==> src/hdl/tpds_pkg.sv <==
package tpds_pkg;

   localparam int CLK_W  = 26;
   localparam int FREQ_W = 15;
   localparam int BASE_W = CLK_W - 1;
   localparam int GOT_W  = FREQ_W + 1;
   localparam int IDX_W  = 3;
   localparam int CMP_W  = 8;
   localparam int MAX_PRESCALERS = 6;

   localparam logic [CLK_W-1:0] CLOCK_RESET = 26'd16000000;

   // log2 of the prescaler divisors 2, 8, 32, 64, 128, 1024
   localparam logic [3:0] SHIFT_TABLE [0:7] = '{
      4'd1, 4'd3, 4'd5, 4'd6, 4'd7, 4'd10, 4'd0, 4'd0
   };

   // clock select mask bytes
   localparam logic [7:0] SEL_TABLE [0:7] = '{
      8'h81, 8'h01, 8'h82, 8'h02, 8'h83, 8'h03, 8'h00, 8'h00
   };

   localparam int EXT_BIT = 7;

   typedef struct packed {
      logic              bad;
      logic [FREQ_W-1:0] freq;
      logic [BASE_W-1:0] base;
   } quo_side_type;

   typedef struct packed {
      logic              ok;
      logic [CMP_W-1:0]  cmp;
      logic [FREQ_W-1:0] freq;
   } got_side_type;

endpackage

==> src/hdl/tpds_div_cell.sv <==
module tpds_div_cell #(
   parameter int RW = 25,
   parameter int VW = 16,
   parameter int QW = 8,
   parameter int SH = 0,
   parameter int SW = 1
) (
   input  logic          clock,
   input  logic          en,
   input  logic [RW-1:0] rem,
   input  logic [QW-1:0] quo,
   input  logic [VW-1:0] dsr,
   input  logic [SW-1:0] side,
   output logic [RW-1:0] rem_q,
   output logic [QW-1:0] quo_q,
   output logic [VW-1:0] dsr_q,
   output logic [SW-1:0] side_q
);

   localparam int CW = (RW > VW + SH) ? RW : VW + SH;

   logic [CW-1:0] rem_w;
   logic [CW-1:0] sub_w;
   logic [CW-1:0] diff_w;
   logic          take;
   logic [RW-1:0] rem_in, rem_ff;
   logic [QW-1:0] quo_in, quo_ff;
   logic [VW-1:0] dsr_ff;
   logic [SW-1:0] side_ff;

   assign rem_w  = CW'(rem);
   assign sub_w  = CW'(dsr) << SH;
   assign take   = rem_w >= sub_w;
   assign diff_w = rem_w - sub_w;
   assign rem_in = take ? RW'(diff_w) : rem;
   assign quo_in = take ? (quo | (QW'(1) << SH)) : quo;

   always_ff @(posedge clock) begin
      if (en) begin
         rem_ff  <= rem_in;
         quo_ff  <= quo_in;
         dsr_ff  <= dsr;
         side_ff <= side;
      end
   end

   assign rem_q  = rem_ff;
   assign quo_q  = quo_ff;
   assign dsr_q  = dsr_ff;
   assign side_q = side_ff;

endmodule

==> src/hdl/tpds_lane.sv <==
module tpds_lane #(
   parameter int IDX   = 0,
   parameter int LIMIT = 256,
   parameter int QW    = 8,
   parameter int NS    = 24
) (
   input  logic                            clock,
   input  logic [NS-1:0]                   en,
   input  logic [tpds_pkg::CLK_W-1:0]      clk_hz,
   input  logic [tpds_pkg::FREQ_W-1:0]     freq,
   output logic                            ok,
   output logic [tpds_pkg::CMP_W-1:0]      cmp,
   output logic [tpds_pkg::FREQ_W-1:0]     err
);

   localparam int BW = tpds_pkg::BASE_W;
   localparam int GW = tpds_pkg::GOT_W;

   logic [BW-1:0]              base;
   logic [BW-1:0]              ovf_chk;
   tpds_pkg::quo_side_type     s1 [0:QW];
   logic [BW-1:0]              r1 [0:QW];
   logic [QW-1:0]              q1 [0:QW];
   logic [GW-1:0]              v1 [0:QW];
   tpds_pkg::got_side_type     s2 [0:GW];
   logic [BW-1:0]              r2 [0:GW];
   logic [GW-1:0]              q2 [0:GW];
   logic [QW:0]                v2 [0:GW];
   logic [QW-1:0]              n;

   assign base    = BW'(clk_hz >> tpds_pkg::SHIFT_TABLE[IDX]);
   assign ovf_chk = base >> (QW + 1);

   assign s1[0].bad  = (freq == '0) || (ovf_chk >= BW'(freq));
   assign s1[0].freq = freq;
   assign s1[0].base = base;
   assign r1[0]      = base;
   assign q1[0]      = '0;
   assign v1[0]      = {freq, 1'b0};

   for (genvar k = 0; k < QW; k++) begin : g_quo
      tpds_div_cell #(
         .RW(BW), .VW(GW), .QW(QW), .SH(QW - 1 - k), .SW($bits(tpds_pkg::quo_side_type))
      ) u_cell (
         .clock (clock),
         .en    (en[k]),
         .rem   (r1[k]),
         .quo   (q1[k]),
         .dsr   (v1[k]),
         .side  (s1[k]),
         .rem_q (r1[k+1]),
         .quo_q (q1[k+1]),
         .dsr_q (v1[k+1]),
         .side_q(s1[k+1])
      );
   end

   assign n = q1[QW];

   assign s2[0].ok   = !s1[QW].bad && (n != '0) && ({1'b0, n} < (QW + 1)'(LIMIT));
   assign s2[0].cmp  = tpds_pkg::CMP_W'(n);
   assign s2[0].freq = s1[QW].freq;
   assign r2[0]      = s1[QW].base;
   assign q2[0]      = '0;
   assign v2[0]      = {n, 1'b0};

   for (genvar k = 0; k < GW; k++) begin : g_got
      tpds_div_cell #(
         .RW(BW), .VW(QW + 1), .QW(GW), .SH(GW - 1 - k), .SW($bits(tpds_pkg::got_side_type))
      ) u_cell (
         .clock (clock),
         .en    (en[QW + k]),
         .rem   (r2[k]),
         .quo   (q2[k]),
         .dsr   (v2[k]),
         .side  (s2[k]),
         .rem_q (r2[k+1]),
         .quo_q (q2[k+1]),
         .dsr_q (v2[k+1]),
         .side_q(s2[k+1])
      );
   end

   assign ok  = s2[GW].ok;
   assign cmp = s2[GW].cmp;
   assign err = tpds_pkg::FREQ_W'(q2[GW] - {1'b0, s2[GW].freq});

endmodule

==> config.mk <==
export PLATFORM = sky130hd
export DESIGN_NAME = tpds_lane
export DESIGN_NICKNAME = d
export VERILOG_FILES = /design/src/hdl/tpds_pkg.sv /design/src/hdl/tpds_div_cell.sv /design/src/hdl/tpds_lane.sv
export SDC_FILE = /design/constraint.sdc
export NUM_CORES = 2
export LEC_CHECK = 0
export BUFFER_PORTS_ARGS = -buffer_cell sky130_fd_sc_hd__clkbuf_2
export CORE_MARGIN = 2
export CORE_UTILIZATION = 30
export DETAILED_ROUTE_END_ITERATION = 6
export GPL_TIMING_DRIVEN = 0
export HOLD_SLACK_MARGIN = 0.05
export PLACE_DENSITY = 0.41
export SYNTH_ARGS = -nofsm -noshare
export SYNTH_HDL_FRONTEND = slang
export SYNTH_HIERARCHICAL = 1
export SYNTH_SLANG_ARGS = --single-unit
==> constraint.sdc <==
create_clock -name clock -period 3.7 [get_ports clock]
set_input_delay 0.185 -clock clock [delete_from_list [all_inputs] [get_ports clock]]
set_output_delay 0.185 -clock clock [all_outputs]
set_load 0.02 [all_outputs]
### Word-level counts from Yosys, hierarchy flattened

Cells that the tools add are included.
W data, S select, Z words.

| operators by class | value |
|---|---|
| order comparisons | 25 |
| $mul | 0 |
| add/subtract/negate cells | 23 |
| eq/ne operators | 0 |
| reductions and logical operators | 5 |
| shifts and indexed selects | 0 |
| muxes and demuxes | 23 |
| bitwise operators | 0 |
| divide/modulo/power cells | 0 |

Operators by type and width:

| kind | number |
|---|---|
| $mux W25 | 22 |
| $ge A25 B16 Y1 | 2 |
| $ge A25 B17 Y1 | 2 |
| $ge A25 B18 Y1 | 2 |
| $ge A25 B19 Y1 | 2 |
| $ge A25 B20 Y1 | 2 |
| $ge A25 B21 Y1 | 2 |
| $ge A25 B22 Y1 | 2 |
| $ge A25 B23 Y1 | 2 |
| $sub A25 B17 Y25 | 2 |
| $sub A25 B18 Y25 | 2 |
| $sub A25 B19 Y25 | 2 |
| $sub A25 B20 Y25 | 2 |
| $sub A25 B21 Y25 | 2 |
| $sub A25 B22 Y25 | 2 |
| $sub A25 B23 Y25 | 2 |
| $ge A25 B10 Y1 | 1 |
| $ge A25 B11 Y1 | 1 |
| $ge A25 B12 Y1 | 1 |
| $ge A25 B13 Y1 | 1 |
| $ge A25 B14 Y1 | 1 |
| $ge A25 B15 Y1 | 1 |
| $ge A25 B24 Y1 | 1 |
| $ge A25 B9 Y1 | 1 |
| 16 further kinds | 16 |

| word-level totals | value |
|---|---|
| output and inout port bits | 24 |
| latch bits | 0 |
| memory bits (read-only) | 0 |
| memory bits (writable) | 0 |
| bits in registers | 1,791 |
| memories | 0 |

### Longest topological paths before layout

| logic depth | value |
|---|---|
| word-level depth | 2 |
| depth in mapped cells | 12 |
| mapped depth without buffers | 10 |

### Hierarchy

The synthesis kept the hierarchy.

Modules (own cells, without submodules):

| module | sequential area each (µm²) | times used | cells an instance | area an instance (µm²) |
|---|---|---|---|---|
| tpds_div_cell (g_quo[4].u_cell) | 2,702.6 | 1 | 292 | 4,076.4 |
| tpds_div_cell (g_quo[6].u_cell) | 2,702.6 | 1 | 286 | 4,012.6 |
| tpds_div_cell (g_quo[3].u_cell) | 2,702.6 | 1 | 280 | 3,991.3 |
| tpds_div_cell (g_quo[2].u_cell) | 2,702.6 | 1 | 279 | 3,956.3 |
| tpds_div_cell (g_quo[1].u_cell) | 2,702.6 | 1 | 274 | 3,926.3 |
| tpds_div_cell (g_quo[5].u_cell) | 2,702.6 | 1 | 272 | 3,920.0 |
| tpds_div_cell (g_quo[7].u_cell) | 2,702.6 | 1 | 273 | 3,906.2 |
| tpds_div_cell (g_quo[0].u_cell) | 2,702.6 | 1 | 274 | 3,871.2 |
| tpds_div_cell (g_got[14].u_cell) | 2,222.1 | 1 | 211 | 3,314.4 |
| tpds_div_cell (g_got[15].u_cell) | 2,222.1 | 1 | 213 | 3,196.8 |
| tpds_div_cell (g_got[12].u_cell) | 2,222.1 | 1 | 209 | 3,135.5 |
| tpds_div_cell (g_got[8].u_cell) | 2,222.1 | 1 | 198 | 3,120.5 |
| tpds_div_cell (g_got[13].u_cell) | 2,222.1 | 1 | 202 | 3,106.7 |
| tpds_div_cell (g_got[9].u_cell) | 2,222.1 | 1 | 206 | 3,105.5 |
| 11 more rows | -- | -- | -- | -- |

### Least setup slack after synthesis

Ideal clock, no wire load.

| timing path | value |
|---|---|
| path type | reg2reg |
| start | reg g_got[11].u_cell.rem_ff[18] |
| end | reg g_got[12].u_cell.rem_ff[22], data pin |
| required time | 3,442 ps |
| library setup time | 258 ps |
| arrival time | 2,768 ps |
| path buffers | 1 |
| stages on the path, launching flop included | 8 |
| path slack | 673 ps |
| cells stage by stage | edfxtp_1 or4_4 or4_1 or4b_1 or4_4 buf_6 and3b_1 xor2_1 |

| between the ends | value |
|---|---|
| word-level cells in the longest chain between the ends | 2 |
| elaborated cells on any way between the ends | 3 |
| those cells by class | add/sub: 1; order compare: 1; mux: 1 |

RTL lines:

| item | line | text |
|---|---|---|
| start, declared | tpds_div_cell.sv:26 | `logic [RW-1:0] rem_in, rem_ff;` |
| start signal, assigned | tpds_div_cell.sv:40 | `rem_ff <= rem_in;` |
| $sub A25 B12 Y25 or $ge A25 B12 Y1 (tied branches) | tpds_div_cell.sv:34, tpds_div_cell.sv:33 |  |
| $mux W25 * | tpds_div_cell.sv:35 | `assign rem_in = take ? RW'(diff_w) : rem;` |
| via g_got[12].u_cell.rem_in[22] | tpds_div_cell.sv:26 |  |
| end signal, assigned | tpds_div_cell.sv:40 |  |
| end, declared | tpds_div_cell.sv:26 |  |

The timed path passes the listed nets; every way through them passes the cells marked *.
A chain may end at the register's enable or synchronous reset.

### Worst setup path in the final report

| timing path | value |
|---|---|
| start | reg g_got[15].u_cell.side_ff[0] |
| end | out err[14] (netlist name) |

| between the ends | value |
|---|---|
| word-level cells in the longest chain between the ends | 1 |

RTL lines:

| item | line | text |
|---|---|---|
| start, declared | tpds_div_cell.sv:29 | `logic [SW-1:0] side_ff;` |
| start signal, assigned | tpds_div_cell.sv:43 | `side_ff <= side;` |
| $sub A15 B15 Y15 | tpds_lane.sv:86 | `assign err = tpds_pkg::FREQ_W'(q2[GW] - {1'b0, s2[GW].freq});` |
| end, declared | tpds_lane.sv:13 | `output logic [tpds_pkg::FREQ_W-1:0] err` |

Every way passes these cells.

==> summary.txt <==
Run status
  – Status: finished clean

Route
  – Via count: ~40k
  – Post-route ant nets: 0
  – Drt first-iter violations: about 2.5k
  – Number of remaining DRC errors: 0
  – Overall routed net length: between 150000 and 200000 um
  – Via density: 4.536
  – DR WL/cell: 17.89 um
  – Initial DRT Pass Iterations: 5

Synth
  – Post-Syn Area: just under 0.08 mm2
  – Cells after Synth: 5125
  – Post-Syn Area per Cell: around 15 um2
  – Synth Warn #: 6

Clock tree
  – Clock sink total: between 1.5k and 2k
  – Worst skew pair latency: 830 ps
  – Clk slew on worst S/H paths: around 60 ps
  – Post-CTS repair timing setup buffer count: 0
  – H-tree depth: 4
  – Clock buffer count from CTS: 196
  – TritonCTS clock tree: done
  – Root buffer cell: clkbuf_16
  – Post_cts resized: 0
  – CTS max path bufs: 3

Power
  – Leakage: about 0.032 uW
  – VDD IR max: between 0.0004 and 0.0005 V
  – P per Cell Area: around 650 mW/mm2

Global routing
  – GR Util All Layers: about an eighth
  – Largest net degree at the start of global routing: 91
  – Initial antenna violation count: 7
  – Number of global-route vias before repair: around 43k
  – First-pass GRT wire length: about 250000 um
  – Overflow after GRT: 0

STA
  – Final hold vios: 0
  – Period minus WS final: approximately 3400 ps
  – Slew Viols, Final: 0
  – RSZ-0062 raised after global routing: false
  – Final period util: about 90%
  – Worst slew pin tran: approximately 1100 ps
  – Final setup violation count: 0
  – Fmax: about 0.29 GHz
  – Clock Skew: between 40 and 50 ps
  – Rel. slew slack: 26.73%
  – Total negative slack: 0 ps

Placement
  – Post-DP Area: between 0.08 and 0.09 mm2
  – RD Place Congestion: roughly 0.82
  – IO buf count: a little under 90
  – Hpwl dp: roughly 120000 um

Worst setup path
  – Register-to-Register Path Depth: 11
  – Critical path capture point type: primary output
  – Crit-path max cell delay: 410 ps
  – WS Path Type: reg2out
  – CP Launch Type: flip-flop
  – CP delay by family, top: simple AND/OR/NAND/NOR gates
  – Critical path depth: 9
  – Worst path slowest cell: fa_1
  – Worst Path Arrival: between 3000 and 4000 ps
  – Critical Path, Cell by Cell: ha_1, fa_1, nor2b_1, o2111ai_1, and3_1, buf_2, o211a_1, or3_1, clkbuf_2
  – Worst EP required: between 3000 and 4000 ps
  – Buf+Inv Stages, Crit Path: 2
  – CP max FO: 5

Die
  – Num rows: between 150 and 200
  – Initial Util: between 30% and 40%
  – Die Y: approximately 510 um
  – Top Ports: 90
  – Die Footprint: around 0.26 mm2
  – CORE AREA: 0.2572 mm2
  – DIE WIDTH: 512.7 um

Run
  – Max cap viols: 0

Layout
  – Nets@finish: roughly 5.9k
  – Post-layout instance area: about 0.090 mm2
  – Layout area overhead: 16.20%
  – Ratio of cells with drive above 1 in the final layout: about an eighth

Min path
  – Hold Crit Depth: 1
  – Min-delay worst type: in2reg
## layout by cell type, fill, tap and decap left out, types with 28 or more instances in the layout
cell type,n
nor4_1,57
mux2_2,35
nand3_1,84
clkinv_2,35
ha_1,301
mux2_4,44
clkbuf_2,70
dlygate4sd3_1,62
nor2b_1,40
inv_1,386
nor2_1,242
o21a_1,43
nand4_1,58
a21oi_1,258
clkbuf_1,74
clkbuf_16,197
a31oi_1,32
clkinv_1,46
a21o_1,79
nor3_1,66
nand2b_1,58
xnor2_1,173
xor2_1,122
o21ai_1,28
o211ai_1,30
o21ai_0,204
nand2_1,253
or3_1,42
edfxtp_1,1813
## cell type report
type,count,area [um2]
antenna,3,7.507
timing repair buffer,172,1690
fill,24420,167000
tap,3384,4234
multi-input combinational,2846,21110
sequential,1813,54440
inverter,386,1449
clock buffer,235,5072
buffer,106,711.9
clock inverter,129,1473
## per-stage QoR
step                hold WS [ps]  total power (uW)  util [%]  setup slack [ps]  cells
finish                     153.0             58230     35.07             296.8   9074
CTS                        58.54             59230     35.06             166.6   9069
global route               101.4             61560     35.07             69.64   9072
global placement           400.1             39100     32.04             159.5   8623
floorplan                  283.9             35410         -             673.5   5151
detailed placement         404.5             39170     32.28             206.4   8644
## routing by layer
| metal | vias up | GRT usage [%] | routed length [um] |
|---|---|---|---|
| met5 | - | 0 | 0 |
| met4 | 0 | 3.862 | 4580 |
| met3 | 282 | 2.137 | 5658 |
| met2 | 632 | 21.99 | 82550 |
| met1 | 19980 | 15.04 | 69540 |
| li1 | 20270 | - | - |
## worst paths after layout
path / start / endpoint / slack (ps)
worst min-delay path: en[1] / g_quo[1].u_cell/dsr_q[11] / 150
worst max register to register: g_got[3].u_cell/rem_q[11] / g_got[4].u_cell/rem_q[14] / 370
worst max-delay path: g_got[15].u_cell/side_q[0] / err[14] / 300
worst min register to register: g_got[6].u_cell/quo_q[6] / g_got[7].u_cell/quo_q[6] / 390
## where the power goes
| group | internal [uW] | switching (uW) | leakage (uW) |
|---|---|---|---|
| clock | 11300 | 8220 | 0.00314 |
| combinational | 4830 | 6560 | 0.0118 |
| sequential | 25800 | 1540 | 0.0175 |
| total | 41900 | 16300 | 0.0324 |
## what timing repair did
action	CTS	global route
hold buffers	61	1
setup endpoints to repair	0	0
hold endpoints to repair	944	28
## worst reg2reg max path: stages (launching register included)
cell and delay, ps:
edfxtp_1 400, inv_1 80, ha_1 170, inv_1 60
fa_1 410, a21o_1 230, a221oi_1 650, or2_2 210
buf_2 210, and2_4 180, buf_6 170, mux2_4 310
## state kept, by name, indices dropped and copies added, names as in the netlist
name,flops
g_got.u_cell/dsr_q,135
g_got.u_cell/quo_q,240
g_got.u_cell/rem_q,375
g_got.u_cell/side_q,384
g_quo.u_cell/dsr_q,112
g_quo.u_cell/quo_q,64
g_quo.u_cell/rem_q,175
g_quo.u_cell/side_q,328
Note: power is estimated with default switching activity, not from simulation.
